===== src/hw/rtl/otq_pkg.sv =====
// Package for the ordered timer queue: codes, state types and the slot entry layout.
package otq_pkg;

   localparam int DefaultMaxTimers = 16;
   localparam int MaxResults       = 16;
   localparam logic [31:0] RolloverReset = 32'd3600000;

   localparam int ReqDataW = 104;
   localparam int RspDataW = 72;

   localparam logic [2:0] OP_ADD     = 3'd0;
   localparam logic [2:0] OP_CANCEL  = 3'd1;
   localparam logic [2:0] OP_REFRESH = 3'd2;
   localparam logic [2:0] OP_RESET   = 3'd3;
   localparam logic [2:0] OP_COLLECT = 3'd4;
   localparam logic [2:0] OP_QUERY   = 3'd5;

   localparam logic [1:0] STATUS_OK      = 2'd0;
   localparam logic [1:0] STATUS_REFUSED = 2'd1;
   localparam logic [1:0] STATUS_FULL    = 2'd2;

   typedef enum logic [3:0] {
      S_IDLE,
      S_DISPATCH,
      S_EVAL,
      S_CALC,
      S_SCAN,
      S_WAIT,
      S_PICKED,
      S_EMIT
   } state_type;

   typedef enum logic [2:0] {
      K_ADD,
      K_FRONT,
      K_QUERY,
      K_DUE,
      K_PICK
   } scan_type;

   typedef struct packed {
      logic        rec;
      logic [31:0] per;
      logic [63:0] dl;
   } entry_type;

endpackage


===== src/hw/rtl/ordered_timer_queue.sv =====
// Top level of the ordered timer queue: slot memory, sweep sequencer and result register.
//
//  channel | direction | beat contents
//  --------+-----------+---------------------------------------------------------------
//  req_    | in        | tuser: req_type; tdata: now_ms, timer_id, period_ms, recurring,
//          |           |   restart_now
//  rsp_    | out       | tuser: expired_valid; tlast: last; tdata: status, result_id,
//          |           |   wait_ms, timers_pending, front_notify
//  csr_    | in        | wdata: rollover_window_ms
//
// One operation is taken at a time. Cancel and unknown codes go from dispatch straight to the
// emit step; refresh, and a reset for a valid slot that is refused or keeps its period, pass
// through the evaluate step first. A reset that moves the deadline also sweeps the slot memory
// once. Add sweeps the slot memory once, one entry a cycle through its single read port; query
// sweeps once and then works out the wait. Collect sweeps once to mark due slots and once more
// per slot that it reports. Reset is synchronous and clears the armed bits, the tickle flag and
// the previous time, and restores the window to its default; the slot memory itself is not
// cleared. A stalled result channel holds the sequencer in its emit step.
module ordered_timer_queue #(
   parameter int MAX_TIMERS = otq_pkg::DefaultMaxTimers
) (
   input  logic                          clock,
   input  logic                          reset,
   input  logic                          req_tvalid,
   output logic                          req_tready,
   // tdata, low bit up: now_ms[63:0], timer_id[67:64], period_ms[99:68], recurring[100],
   // restart_now[101], zero fill[103:102]
   input  logic [otq_pkg::ReqDataW-1:0]  req_tdata,
   // tuser: req_type[2:0]
   input  logic [2:0]                    req_tuser,
   output logic                          rsp_tvalid,
   input  logic                          rsp_tready,
   // tdata, low bit up: status[1:0], result_id[5:2], wait_ms[69:6], timers_pending[70],
   // front_notify[71]
   output logic [otq_pkg::RspDataW-1:0]  rsp_tdata,
   // tuser: expired_valid[0]
   output logic                          rsp_tuser,
   output logic                          rsp_tlast,
   input  logic                          csr_valid,
   output logic                          csr_ready,
   input  logic [31:0]                   csr_wdata
);
   import otq_pkg::*;

   localparam int IW = (MAX_TIMERS > 1) ? $clog2(MAX_TIMERS) : 1;
   localparam logic [IW-1:0] LastSlot = IW'(MAX_TIMERS - 1);

   // Slot memory: recurring mark, period and deadline of each slot.
   entry_type mem [MAX_TIMERS];

   state_type state_ff, state_in;
   scan_type  kind_ff, kind_in;
   logic [2:0]  op_ff, op_in;
   logic [63:0] now_ff, now_in;
   logic [3:0]  id_ff, id_in;
   logic [31:0] per_ff, per_in;
   logic        rec_ff, rec_in;
   logic        fnow_ff, fnow_in;
   logic [63:0] dl_new_ff, dl_new_in;
   logic [63:0] start_ff, start_in;
   logic [MAX_TIMERS-1:0] armed_ff, armed_in;
   logic [MAX_TIMERS-1:0] due_ff, due_in;
   logic        tickled_ff, tickled_in;
   logic [63:0] prev_ff, prev_in;
   logic [31:0] window_ff, window_in;
   logic        roll_ff, roll_in;
   logic [IW-1:0] idx_ff, idx_in;
   logic        iss_done_ff, iss_done_in;
   logic        rd_vld_ff, rd_vld_in;
   logic [IW-1:0] rd_idx_ff, rd_idx_in;
   entry_type   rd_ent_ff;
   logic        found_ff, found_in;
   logic        blocked_ff, blocked_in;
   logic [IW-1:0] best_ff, best_in;
   entry_type   best_ent_ff, best_ent_in;
   logic [4:0]  cnt_ff, cnt_in;
   logic        stay_ff, stay_in;
   logic [4:0]  target_ff, target_in;
   logic [4:0]  done_ff, done_in;
   logic        coll_pend_ff, coll_pend_in;

   logic [1:0]  res_status_ff, res_status_in;
   logic [3:0]  res_id_ff, res_id_in;
   logic [63:0] res_wait_ff, res_wait_in;
   logic        res_notify_ff, res_notify_in;
   logic        res_valid_ff, res_valid_in;
   logic        res_last_ff, res_last_in;

   logic                 rsp_valid_ff, rsp_valid_in;
   logic [RspDataW-1:0]  rsp_data_ff, rsp_data_in;
   logic                 rsp_user_ff, rsp_user_in;
   logic                 rsp_last_ff, rsp_last_in;

   logic          mem_we;
   logic [IW-1:0] mem_waddr;
   entry_type     mem_wdata;
   logic          rd_en;
   logic [IW-1:0] rd_addr;

   logic          scan_go;
   scan_type      scan_kind;
   logic [IW-1:0] id_slot;
   logic          id_ok;
   logic          sample_last;
   logic          due_now;
   logic          pend;

   assign id_slot   = IW'(id_ff);
   assign id_ok     = {28'd0, id_ff} < 32'(MAX_TIMERS);
   assign req_tready = (state_ff == S_IDLE);
   assign csr_ready = 1'b1;
   assign rsp_tvalid = rsp_valid_ff;
   assign rsp_tdata  = rsp_data_ff;
   assign rsp_tuser  = rsp_user_ff;
   assign rsp_tlast  = rsp_last_ff;

   always_comb begin
      state_in = state_ff;
      kind_in = kind_ff;
      op_in = op_ff;
      now_in = now_ff;
      id_in = id_ff;
      per_in = per_ff;
      rec_in = rec_ff;
      fnow_in = fnow_ff;
      dl_new_in = dl_new_ff;
      start_in = start_ff;
      armed_in = armed_ff;
      due_in = due_ff;
      tickled_in = tickled_ff;
      prev_in = prev_ff;
      window_in = window_ff;
      roll_in = roll_ff;
      idx_in = idx_ff;
      iss_done_in = iss_done_ff;
      rd_vld_in = 1'b0;
      rd_idx_in = rd_idx_ff;
      found_in = found_ff;
      blocked_in = blocked_ff;
      best_in = best_ff;
      best_ent_in = best_ent_ff;
      cnt_in = cnt_ff;
      stay_in = stay_ff;
      target_in = target_ff;
      done_in = done_ff;
      coll_pend_in = coll_pend_ff;
      res_status_in = res_status_ff;
      res_id_in = res_id_ff;
      res_wait_in = res_wait_ff;
      res_notify_in = res_notify_ff;
      res_valid_in = res_valid_ff;
      res_last_in = res_last_ff;
      rsp_valid_in = rsp_valid_ff;
      rsp_data_in = rsp_data_ff;
      rsp_user_in = rsp_user_ff;
      rsp_last_in = rsp_last_ff;
      mem_we = 1'b0;
      mem_waddr = id_slot;
      mem_wdata = rd_ent_ff;
      rd_en = 1'b0;
      rd_addr = id_slot;
      scan_go = 1'b0;
      scan_kind = K_ADD;
      sample_last = 1'b0;
      due_now = 1'b0;
      pend = 1'b0;

      if (csr_valid) begin
         window_in = csr_wdata;
      end

      if (rsp_valid_ff && rsp_tready) begin
         rsp_valid_in = 1'b0;
      end

      case (state_ff)
         S_IDLE: begin
            if (req_tvalid) begin
               op_in   = req_tuser;
               now_in  = req_tdata[63:0];
               id_in   = req_tdata[67:64];
               per_in  = req_tdata[99:68];
               rec_in  = req_tdata[100];
               fnow_in = req_tdata[101];
               dl_new_in = req_tdata[63:0] + {32'd0, req_tdata[99:68]};
               roll_in = (prev_ff > req_tdata[63:0]) &&
                         ((prev_ff - req_tdata[63:0]) > {32'd0, window_ff});
               state_in = S_DISPATCH;
            end
         end

         S_DISPATCH: begin
            // Every result starts as a plain ok beat; each operation overrides what it needs.
            res_status_in = STATUS_OK;
            res_id_in     = '0;
            res_wait_in   = '0;
            res_notify_in = 1'b0;
            res_valid_in  = 1'b0;
            res_last_in   = 1'b1;
            rd_en         = 1'b1;
            state_in      = S_EMIT;
            case (op_ff)
               OP_ADD: begin
                  scan_go = 1'b1;
                  scan_kind = K_ADD;
               end
               OP_CANCEL: begin
                  if (id_ok && armed_ff[id_slot]) begin
                     armed_in[id_slot] = 1'b0;
                  end else begin
                     res_status_in = STATUS_REFUSED;
                  end
               end
               OP_REFRESH: begin
                  if (id_ok && armed_ff[id_slot]) begin
                     state_in = S_EVAL;
                  end else begin
                     res_status_in = STATUS_REFUSED;
                  end
               end
               OP_RESET: begin
                  if (id_ok) begin
                     state_in = S_EVAL;
                  end else begin
                     res_status_in = STATUS_REFUSED;
                  end
               end
               OP_COLLECT: begin
                  if (|armed_ff) begin
                     prev_in = now_ff;
                     scan_go = 1'b1;
                     scan_kind = K_DUE;
                  end else begin
                     coll_pend_in = 1'b0;
                  end
               end
               OP_QUERY: begin
                  tickled_in = 1'b0;
                  scan_go = 1'b1;
                  scan_kind = K_QUERY;
               end
               default: begin
               end
            endcase
         end

         S_EVAL: begin
            state_in = S_EMIT;
            if (op_ff == OP_REFRESH) begin
               mem_we = 1'b1;
               mem_wdata.dl = now_ff + {32'd0, rd_ent_ff.per};
            end else if (per_ff == rd_ent_ff.per && !fnow_ff) begin
               res_status_in = STATUS_OK;
            end else if (!armed_ff[id_slot]) begin
               res_status_in = STATUS_REFUSED;
            end else begin
               start_in = fnow_ff ? now_ff : rd_ent_ff.dl - {32'd0, rd_ent_ff.per};
               best_ent_in = rd_ent_ff;
               state_in = S_CALC;
            end
         end

         S_CALC: begin
            dl_new_in = start_ff + {32'd0, per_ff};
            mem_we = 1'b1;
            mem_wdata.rec = best_ent_ff.rec;
            mem_wdata.per = per_ff;
            mem_wdata.dl  = start_ff + {32'd0, per_ff};
            scan_go = 1'b1;
            scan_kind = K_FRONT;
         end

         S_SCAN: begin
            if (!iss_done_ff) begin
               rd_en = 1'b1;
               rd_addr = idx_ff;
               rd_vld_in = 1'b1;
               rd_idx_in = idx_ff;
               idx_in = idx_ff + 1'b1;
               if (idx_ff == LastSlot) begin
                  iss_done_in = 1'b1;
               end
            end
            if (rd_vld_ff) begin
               sample_last = (rd_idx_ff == LastSlot);
               case (kind_ff)
                  K_ADD: begin
                     // Slots below the first free one win ties against the new slot.
                     if (!armed_ff[rd_idx_ff]) begin
                        if (!found_ff) begin
                           found_in = 1'b1;
                           best_in = rd_idx_ff;
                        end
                     end else if (found_ff ? (rd_ent_ff.dl < dl_new_ff)
                                           : (rd_ent_ff.dl <= dl_new_ff)) begin
                        blocked_in = 1'b1;
                     end
                  end
                  K_FRONT: begin
                     if (armed_ff[rd_idx_ff] && rd_idx_ff != id_slot &&
                         (rd_ent_ff.dl < dl_new_ff ||
                          (rd_ent_ff.dl == dl_new_ff && rd_idx_ff < id_slot))) begin
                        blocked_in = 1'b1;
                     end
                  end
                  K_QUERY: begin
                     if (armed_ff[rd_idx_ff] && (!found_ff || rd_ent_ff.dl < best_ent_ff.dl)) begin
                        found_in = 1'b1;
                        best_ent_in = rd_ent_ff;
                     end
                  end
                  K_DUE: begin
                     due_now = armed_ff[rd_idx_ff] && (roll_ff || rd_ent_ff.dl <= now_ff);
                     due_in[rd_idx_ff] = due_now;
                     if (due_now && cnt_ff <= 5'(MaxResults)) begin
                        cnt_in = cnt_ff + 5'd1;
                     end
                     if (armed_ff[rd_idx_ff] && !(due_now && !rd_ent_ff.rec)) begin
                        stay_in = 1'b1;
                     end
                  end
                  K_PICK: begin
                     if (due_ff[rd_idx_ff] && (!found_ff || rd_ent_ff.dl < best_ent_ff.dl)) begin
                        found_in = 1'b1;
                        best_in = rd_idx_ff;
                        best_ent_in = rd_ent_ff;
                     end
                  end
                  default: begin
                  end
               endcase

               if (sample_last) begin
                  state_in = S_EMIT;
                  case (kind_ff)
                     K_ADD: begin
                        if (!found_in) begin
                           res_status_in = STATUS_FULL;
                        end else begin
                           mem_we = 1'b1;
                           mem_waddr = best_in;
                           mem_wdata.rec = rec_ff;
                           mem_wdata.per = per_ff;
                           mem_wdata.dl  = dl_new_ff;
                           armed_in[best_in] = 1'b1;
                           res_id_in = 4'(best_in);
                           res_notify_in = !blocked_in && !tickled_ff;
                           if (!blocked_in) begin
                              tickled_in = 1'b1;
                           end
                        end
                     end
                     K_FRONT: begin
                        res_notify_in = !blocked_in && !tickled_ff;
                        if (!blocked_in) begin
                           tickled_in = 1'b1;
                        end
                     end
                     K_QUERY: begin
                        state_in = S_WAIT;
                     end
                     K_DUE: begin
                        // Pending after collect is known here: a slot stays armed unless it
                        // is a one-shot among the handled due slots.
                        coll_pend_in = stay_in || (cnt_in > 5'(MaxResults));
                        target_in = (cnt_in > 5'(MaxResults)) ? 5'(MaxResults) : cnt_in;
                        done_in = '0;
                        if (cnt_in != 5'd0) begin
                           scan_go = 1'b1;
                           scan_kind = K_PICK;
                        end
                     end
                     K_PICK: begin
                        state_in = S_PICKED;
                     end
                     default: begin
                     end
                  endcase
               end
            end
         end

         S_WAIT: begin
            if (!found_ff) begin
               res_wait_in = '1;
            end else if (now_ff >= best_ent_ff.dl) begin
               res_wait_in = '0;
            end else begin
               res_wait_in = best_ent_ff.dl - now_ff;
            end
            state_in = S_EMIT;
         end

         S_PICKED: begin
            if (best_ent_ff.rec) begin
               mem_we = 1'b1;
               mem_waddr = best_ff;
               mem_wdata.rec = 1'b1;
               mem_wdata.per = best_ent_ff.per;
               mem_wdata.dl  = now_ff + {32'd0, best_ent_ff.per};
            end else begin
               armed_in[best_ff] = 1'b0;
            end
            due_in[best_ff] = 1'b0;
            done_in = done_ff + 5'd1;
            res_status_in = STATUS_OK;
            res_id_in = 4'(best_ff);
            res_valid_in = 1'b1;
            res_last_in = (5'(done_ff + 5'd1) == target_ff);
            state_in = S_EMIT;
         end

         S_EMIT: begin
            if (!rsp_valid_ff || rsp_tready) begin
               pend = (op_ff == OP_COLLECT) ? coll_pend_ff : |armed_ff;
               rsp_valid_in = 1'b1;
               rsp_data_in = {res_notify_ff, pend, res_wait_ff, res_id_ff, res_status_ff};
               rsp_user_in = res_valid_ff;
               rsp_last_in = res_last_ff;
               if (res_last_ff) begin
                  state_in = S_IDLE;
               end else begin
                  scan_go = 1'b1;
                  scan_kind = K_PICK;
               end
            end
         end

         default: begin
            state_in = S_IDLE;
         end
      endcase

      if (scan_go) begin
         state_in = S_SCAN;
         kind_in = scan_kind;
         idx_in = '0;
         iss_done_in = 1'b0;
         rd_vld_in = 1'b0;
         found_in = 1'b0;
         blocked_in = 1'b0;
         cnt_in = '0;
         stay_in = 1'b0;
      end
   end

   always_ff @(posedge clock) begin
      if (reset) begin
         state_ff     <= S_IDLE;
         armed_ff     <= '0;
         tickled_ff   <= 1'b0;
         prev_ff      <= '0;
         window_ff    <= RolloverReset;
         rsp_valid_ff <= 1'b0;
         rd_vld_ff    <= 1'b0;
      end else begin
         state_ff     <= state_in;
         armed_ff     <= armed_in;
         tickled_ff   <= tickled_in;
         prev_ff      <= prev_in;
         window_ff    <= window_in;
         rsp_valid_ff <= rsp_valid_in;
         rd_vld_ff    <= rd_vld_in;
      end
   end

   always_ff @(posedge clock) begin
      kind_ff       <= kind_in;
      op_ff         <= op_in;
      now_ff        <= now_in;
      id_ff         <= id_in;
      per_ff        <= per_in;
      rec_ff        <= rec_in;
      fnow_ff       <= fnow_in;
      dl_new_ff     <= dl_new_in;
      start_ff      <= start_in;
      due_ff        <= due_in;
      roll_ff       <= roll_in;
      idx_ff        <= idx_in;
      iss_done_ff   <= iss_done_in;
      rd_idx_ff     <= rd_idx_in;
      found_ff      <= found_in;
      blocked_ff    <= blocked_in;
      best_ff       <= best_in;
      best_ent_ff   <= best_ent_in;
      cnt_ff        <= cnt_in;
      stay_ff       <= stay_in;
      target_ff     <= target_in;
      done_ff       <= done_in;
      coll_pend_ff  <= coll_pend_in;
      res_status_ff <= res_status_in;
      res_id_ff     <= res_id_in;
      res_wait_ff   <= res_wait_in;
      res_notify_ff <= res_notify_in;
      res_valid_ff  <= res_valid_in;
      res_last_ff   <= res_last_in;
      rsp_data_ff   <= rsp_data_in;
      rsp_user_ff   <= rsp_user_in;
      rsp_last_ff   <= rsp_last_in;
   end

   // Single write port and single registered read port.
   always_ff @(posedge clock) begin
      if (mem_we) begin
         mem[mem_waddr] <= mem_wdata;
      end
      if (rd_en) begin
         rd_ent_ff <= mem[rd_addr];
      end
   end

endmodule


===== config.mk =====
export PLATFORM = sky130hd
export DESIGN_NAME = ordered_timer_queue
export DESIGN_NICKNAME = d
export VERILOG_FILES = /design/src/hw/rtl/otq_pkg.sv /design/src/hw/rtl/ordered_timer_queue.sv
export SDC_FILE = /design/constraint.sdc
export NUM_CORES = 2
export LEC_CHECK = 0
export BUFFER_PORTS_ARGS = -buffer_cell sky130_fd_sc_hd__buf_2
export CAP_MARGIN = 0
export CORE_ASPECT_RATIO = 2
export CORE_MARGIN = 2
export CORE_UTILIZATION = 55
export CTS_CLUSTER_SIZE = 14
export DETAILED_ROUTE_END_ITERATION = 12
export PLACE_DENSITY = 0.82
export SKIP_CTS_REPAIR_TIMING = 1
export SLEW_MARGIN = 20
export SYNTH_ARGS = -nofsm -noshare
export SYNTH_HDL_FRONTEND = slang
export SYNTH_SLANG_ARGS = --single-unit

===== constraint.sdc =====
create_clock -name clock -period 13.5 [get_ports clock]
set_input_delay 1.35 -clock clock [delete_from_list [all_inputs] [get_ports clock]]
set_output_delay 1.35 -clock clock [all_outputs]
set_load 0.01 [all_outputs]

* Yosys cells after proc, flatten, opt, wreduce, memory -nomap -nowiden
Memories as Yosys holds them, arrays and structs flattened. A register that Yosys moved wholly into a read port is not among the register bits. Cells that the tools add are included.
Operators by class: equality and inequality tests 52, muxes and demuxes 170, bitwise operators 11, add/subtract/negate cells 10, reduce and logical (&&, ||, !) cells 66, magnitude comparators 18
Operators by type and width (number):
- 97-bit 2-to-1 mux | 11
- 97-bit case mux with 2 select lines | 2
- 64-bit 2-to-1 mux | 5
- 64-bit by 32-bit adder with 64-bit output | 4
- 64-bit case mux with 2 select lines | 2
- 64-bit case mux with 4 select lines | 1
- 16-bit 2-to-1 mux | 9
- 64-bit <= comparator | 2
- 64-bit < comparator | 2
- 64-bit subtractor | 2
- 33-bit case mux with 3 select lines | 1
- 4-bit 2-to-1 mux | 21
- 64-bit == test | 1
- 64-bit >= comparator | 1
- 64-bit by 32-bit greater-than comparator with 1-bit output | 1
- 64-bit greater-than comparator | 1
- 64-bit by 32-bit subtractor with 64-bit output | 1
- 1-bit 2-to-1 mux | 59
- 16-bit AND | 3
- 16-bit case mux with 3 select lines | 1
- 5-bit 2-to-1 mux | 7
- 3-bit 2-to-1 mux | 11
- 32-bit == test | 1
- 16-bit inverter | 2
- 58 further kinds | 176
Storage, ports and cells: RAM bits 1552, input bits 144, flip-flop bits (word level) 648, memories kept 1, output and inout port bits 77, word-level logic and storage cells 370
Memories:
- mem | depth 16, bits a word 97, rd ports 1, clocked after memory_dff 1, write ports 1, line ordered_timer_queue.sv:49 | entry_type mem [MAX_TIMERS];

* Longest topological paths before layout
depth in word-level cells 17, mapped depth 25, mapped depth without buffers 25

* Least setup slack after synthesis
No wires, ideal clock.
path type reg2reg, start point register id_ff[0], end point register best_ent_ff[0] (netlist name), enable pin, stages on the path, launching flop included 6, required time 12.814 ns, data arrival time 8.169 ns, path buffers 1, period minus slack after synthesis 8.856 ns, setup time 0.686 ns, setup slack 4.644 ns, cell sequence edfxtp_1 clkbuf_1 mux4_2 mux4_2 nand2b_1 o21ai_0
Between the ends: longest elaborated chain between the ends 4
RTL lines:
- from (decl) | line ordered_timer_queue.sv:55 | logic [3:0] id_ff, id_in;
- from (signal assigned) | line ordered_timer_queue.sv:471 | id_ff <= id_in;
- 1-bit binary-select mux with 4-bit select | line ordered_timer_queue.sv:254 | end else if (!armed_ff[id_slot]) begin
- 1-bit 2-to-1 mux (not written as such) | line ordered_timer_queue.sv:254
- 2-bit inequality test (no line)
- 8-bit AND reduction (no line)
- to (signal assigned) | line ordered_timer_queue.sv:485 | best_ent_ff <= best_ent_in;
- to (decl) | line ordered_timer_queue.sv:75 | entry_type best_ent_ff, best_ent_in;
No other way between the ends. The select of a mux whose other input is x is not followed. A chain may end at the register's enable or synchronous reset.

* Worst setup path after layout
start point register, netlist name rd_ent_ff[61], end point memory mem[3][40] (netlist name), enable pin
Between the ends: longest elaborated chain between the ends 14, elaborated cells on any way between the ends 25, classes of those cells order compare (1); mux (21); reduce/logical (3)
RTL lines:
- 64-bit < comparator * | line ordered_timer_queue.sv:307, ordered_timer_queue.sv:323
- 1-bit logical OR * | line ordered_timer_queue.sv:307, ordered_timer_queue.sv:323
- 1-bit logical AND, on equally long branches | line ordered_timer_queue.sv:323, ordered_timer_queue.sv:307
- 1-bit 2-to-1 mux, on equally long branches | line ordered_timer_queue.sv:323, ordered_timer_queue.sv:307
- 1-bit case mux with 3 select lines | line ordered_timer_queue.sv:286 | case (kind_ff)
- 1-bit 2-to-1 mux | line ordered_timer_queue.sv:284 | if (rd_vld_ff) begin
- 1-bit 2-to-1 mux | line ordered_timer_queue.sv:176 | case (state_ff)
- 1-bit 2-to-1 mux | line ordered_timer_queue.sv:337 | if (!found_in) begin
- 1-bit 2-to-1 mux | line ordered_timer_queue.sv:335 | case (kind_ff)
- 1-bit 2-to-1 mux | line ordered_timer_queue.sv:333 | if (sample_last) begin
- 1-bit 2-to-1 mux | line ordered_timer_queue.sv:284
- 1-bit case mux with 4 select lines | line ordered_timer_queue.sv:176
- 1-bit 2-to-1 mux | line ordered_timer_queue.sv:504 | if (mem_we) begin
- 1-bit 2-to-1 mux (not written as such) | line ordered_timer_queue.sv:505 | mem[mem_waddr] <= mem_wdata;
- to (decl) | line ordered_timer_queue.sv:49
Every way passes the cells marked *; elsewhere a longest branch is shown, timed or not. The select of a mux whose other input is x is not followed.

==> flow_results.org <==
** Status
- The run finished with clean final reports.

** Die
- Die width :: 326 µm
- The region available for standard cell placement spans around 210000 µm².
- Once the floorplan was initialized, standard cells occupied between 50 and 60% of the core.
- The floorplan has between 200 and 250 rows.
- Die area :: 212000 µm²
- From bottom edge to top edge, the die measures ~650 µm.
- Number of ports placed on the die boundary :: ~220

** Critical path
- STA classifies the critical path startpoint as a flop.
- At the worst endpoint, the required time is 13960 ps.
- The worst setup path is captured at a flop.
- The critical path is of the flop to flop type.
- Data arrival time of the critical path :: 8440 ps
- Worst-path maximum fanout :: slightly above 40

** STA
- For the final database, setup skew stands at 69.2 ps.
- Unrepaired setup endpoints after global routing :: no
- Counting I/O delays and the setup requirement, the final critical path takes approximately 8000 ps.
- Setup total negative slack on the finished layout was measured at 0 ps.
- For the pin with the worst max-slew slack, the measured transition is ~1200 ps.
- # setup viols final :: 0
- Max Slew Vio Count :: 0
- Worst slew margin relative to its limit :: approximately a fifth
- Based on the critical path, the design can be clocked at up to roughly 130 MHz.
- Final number of hold-violating endpoints :: 0
- After layout, the worst path uses approximately three fifths of the clock period.

** Clock network
- Buffers inserted during clock tree synthesis total 206.
- In this run the clock root is driven by a sky130_fd_sc_hd__clkbuf_16.
- H-tree depth reported by CTS :: 4
- Later-pin clock latency in the skew report :: ~900 ps
- TritonCTS built the clock tree.
- Sink count of the clock tree :: approximately 2300
- Clock-pin slew on the worst setup and hold paths :: roughly 60 ps
- Deepest clock path buffer count :: 4

** GRT
- Global-route wire length before repair :: 543 mm
- Antenna violations before repair :: 13
- Pin count of the biggest net entering global routing :: ~130
- The total overflow left after global routing is 0.
- The via count of the first global-routing pass was 81000.
- Across every metal layer, demand over resource in global routing totals between 30 and 40%.

** Logic synthesis
- After Yosys synthesis, and, or, nand and nor cells account for 8.83% of the synthesized area.
- Main combinational cell family by area after synthesis :: compound AO/OA/AOI/OAI gates
- After Yosys synthesis, full adders, half adders and majority gates account for 5.81% of the synthesized area.
- Of the synthesized area, sequential elements account for between 50 and 60%.
- For this run, the leading register cell type out of synthesis is sky130_fd_sc_hd__edfxtp_1.
- The synthesized netlist devotes under 10% of its cell area to XOR and XNOR gates.
- Synth async-reset ratio :: 0%
- Post-Syn Instances :: approximately 8800
- Synthesis instantiated 94 different standard cells from the library.
- Number of warning messages in the yosys log :: 0
- Synthesized area per cell :: 13.0 µm²
- Number of register bits inferred by synthesis :: between 2000 and 2500
- Mapped cell area :: 114000 µm²
- Post-synthesis mux area share :: 8.47%
- Synthesized Nets :: roughly 9500
- Summing the areas of all compound-gate instances in the mapped netlist gives about 12% of the synthesized area.
- Count of flip-flops with a built-in enable after synthesis :: roughly 2200

** Pwr
- Cell area power density :: 220 nW/µm²
- Peak supply drop :: around 150 µV
- For this design the static power due to leakage is 44.6 nW.

** Place
- HPWL Detailed :: approximately 260 mm
- Placer's final routability congestion estimate :: about 1.0
- Buffers on Ports :: 217

** Run
- Max-cap violations in this run came to 0.

** Layout
- NumNets Final :: around 9700
- Summing all flip-flop and latch instances after layout gives approximately 68000 µm².
- Layout Area Growth over Synthesis :: 9.44%
- Summing all multi-input logic gate instances after layout gives approximately 44000 µm².
- Fill cell instance count of the final layout :: 15300
- Post-layout utilization of the core :: ~61%
- Ratio of cells with drive above 1 in the final layout :: 13.0%

** Route
- DRT antenna net count :: 0
- Number of remaining DRC errors :: 0
- Routed len/inst :: about 32 µm
- Summed over all layers, the routed wires come to around 380 mm.
- Before antenna repair, the detailed router went through 9 iterations.
- The final route contains ~80000 vias.
- After detailed routing, the number of vias per cell comes to 6.75.
- In this run, the number of DRC markers left after iteration 0 of detailed routing was between 9000 and 10000.

** Hold path
- Type of the worst min-delay path :: flop to flop
[through the flow]
stage / cell area (µm²) / power (mW) / instances / hold slack (ps) / worst slack, ps
2_1_floorplan: 114000 / 17.7 / 8787 / 400 / 4640
3_3_place_gp: 119000 / 21.1 / 11500 / 405 / 5510
3_5_place_dp: 119000 / 21.6 / 11500 / 409 / 5640
4_1_cts: 125000 / 27.1 / 11800 / 421 / 5750
5_1_grt: 125000 / 28.5 / 11800 / 435 / 5590
6_report: 125000 / 27.5 / 11800 / 424 / 5520
[placed cells by master, fill, tap and decap left out, types with 29 or more instances in the layout]
cell type	Yosys	final
sky130_fd_sc_hd__or3_1	35	35
sky130_fd_sc_hd__nand2b_1	68	68
sky130_fd_sc_hd__a222oi_1	43	43
sky130_fd_sc_hd__clkbuf_1	345	31
sky130_fd_sc_hd__xor2_1	143	143
sky130_fd_sc_hd__nor2b_1	71	69
sky130_fd_sc_hd__ha_1	519	519
sky130_fd_sc_hd__mux4_2	403	403
sky130_fd_sc_hd__dfxtp_1	131	130
sky130_fd_sc_hd__o22ai_1	29	29
sky130_fd_sc_hd__buf_4	1	163
sky130_fd_sc_hd__o31ai_1	29	29
sky130_fd_sc_hd__o21ai_0	417	410
sky130_fd_sc_hd__mux2i_1	52	48
sky130_fd_sc_hd__clkbuf_16	0	210
sky130_fd_sc_hd__nand2_1	863	860
sky130_fd_sc_hd__o21a_1	58	58
sky130_fd_sc_hd__xnor2_1	274	274
sky130_fd_sc_hd__a211oi_1	141	141
sky130_fd_sc_hd__a31oi_1	133	133
sky130_fd_sc_hd__inv_1	453	453
sky130_fd_sc_hd__o211ai_1	68	68
sky130_fd_sc_hd__edfxtp_1	2165	2165
sky130_fd_sc_hd__nand4_1	138	138
sky130_fd_sc_hd__nor4_1	51	50
sky130_fd_sc_hd__a21o_1	252	252
sky130_fd_sc_hd__and3_1	46	44
sky130_fd_sc_hd__nor3_1	114	114
sky130_fd_sc_hd__o21bai_1	53	52
sky130_fd_sc_hd__nand3_1	149	148
sky130_fd_sc_hd__nor2_1	380	355
sky130_fd_sc_hd__a21oi_1	595	585
sky130_fd_sc_hd__and2_1	117	116
sky130_fd_sc_hd__buf_2	31	216
sky130_fd_sc_hd__a221oi_1	34	34
[synth_stat cells, drive strengths merged, types with 11 or more instances]
| library cell | count | share of area [%] |
|---|---|---|
| a2111oi | 13 | 0.10 |
| a311oi | 11 | 0.084 |
| and3 | 46 | 0.25 |
| o211ai | 68 | 0.45 |
| nor3 | 115 | 0.51 |
| a21boi | 15 | 0.099 |
| nand4 | 138 | 0.76 |
| or3 | 35 | 0.19 |
| and2 | 119 | 0.65 |
| a222oi | 43 | 0.38 |
| or4 | 14 | 0.092 |
| edfxtp | 2165 | 57 |
| mux4 | 403 | 7.9 |
| o2111ai | 20 | 0.15 |
| xnor2 | 274 | 2.1 |
| nor3b | 15 | 0.10 |
| nand2b | 68 | 0.37 |
| a21oi | 596 | 2.6 |
| a31oi | 133 | 0.73 |
| o22ai | 29 | 0.16 |
| o21bai | 53 | 0.35 |
| o21ai | 437 | 1.9 |
| a22oi | 16 | 0.11 |
| and4 | 11 | 0.084 |
| clkbuf | 345 | 1.1 |
| a221oi | 34 | 0.26 |
| a21o | 252 | 1.7 |
| inv | 454 | 1.5 |
| buf | 68 | 0.27 |
| a211o | 14 | 0.11 |
| nand3 | 149 | 0.65 |
| nor2 | 383 | 1.3 |
| or2 | 30 | 0.16 |
| nor4 | 52 | 0.29 |
| ha | 519 | 5.7 |
| xor2 | 143 | 1.1 |
| dfxtp | 131 | 2.3 |
| a211oi | 142 | 0.94 |
| o31ai | 29 | 0.19 |
| nand2 | 863 | 2.8 |
| o221ai | 21 | 0.16 |
| o21a | 58 | 0.38 |
| mux2i | 52 | 0.46 |
| nor2b | 71 | 0.39 |
[metal layers]
layer,vias up,GRT usage (%),wire length [µm]
met4,10,27.6,34200
met2,5100,59.5,185000
met3,1402,5.64,32000
met5,-,0,72
met1,39300,40.4,127000
li1,34000,-,-
[final timing paths]
check	cells past startpoint	end	start	slack, ps
worst max register to register	14	mem[3][40]	rd_ent_ff[61]	5520
worst max-delay path	14	mem[3][40]	rd_ent_ff[61]	5520
worst min register to register	0	rsp_tdata[64]	res_wait_ff[58]	420
worst min-delay path	0	rsp_tdata[64]	res_wait_ff[58]	420
[sequential cells by signal, indices dropped and copies added, names as in the netlist, 5 cells and up]
name and count:
dl_new_ff 64, cnt_ff 5, target_ff 5, per_ff 32, prev_ff 64, window_ff 32, armed_ff 16, rd_ent_ff 97
res_wait_ff 64, rsp_tdata 72, done_ff 5, start_ff 64, best_ent_ff 97, now_ff 64, mem 1552, due_ff 16
[critical path: stages, from the launching register on]
cell and delay [ps]:
sky130_fd_sc_hd__edfxtp_1 580, sky130_fd_sc_hd__ha_1 390, sky130_fd_sc_hd__nand4_1 230, sky130_fd_sc_hd__nor4_1 490, sky130_fd_sc_hd__buf_4 220, sky130_fd_sc_hd__nand4_1 270, sky130_fd_sc_hd__nor4_1 620, sky130_fd_sc_hd__nand2_1 140
sky130_fd_sc_hd__o311ai_2 730, sky130_fd_sc_hd__a21oi_2 190, sky130_fd_sc_hd__mux2_2 400, sky130_fd_sc_hd__a222oi_1 860, sky130_fd_sc_hd__nand2_1 500, sky130_fd_sc_hd__nor2_4 980, sky130_fd_sc_hd__buf_4 870
[cell families (layout without fill, tap and decap cells)]
logic type / count (synthesis) / after routing
XOR/XNOR: 417 / 417
flip-flops: 2296 / 2296
adder cells (fa/ha/maj): 526 / 526
AO/OA/AOI/OAI: 2077 / 2077
AND/OR/NAND/NOR: 2137 / 2137
buffers and inverters: 871 / 1158
multiplexers: 462 / 462
other: 1 / 8
[cell type report]
cell class | instances | share of cell area, %
diodes | 7 | 0.0140
clock inverters | 52 | 0.327
repair buffers | 404 | 2.19
flip-flops and latches | 2296 | 54.1
inverters | 458 | 1.37
multi-input cells | 5620 | 34.9
well taps | 2737 | 2.74
clock buffers | 244 | 4.33
[where the power goes]
part           switching (mW)  total, mW  internal, mW
clock network            2.60       5.49          2.89
logic                    7.11       10.7          3.61
registers               0.893       11.2          10.3
Power figures use the tool's default switching activity.
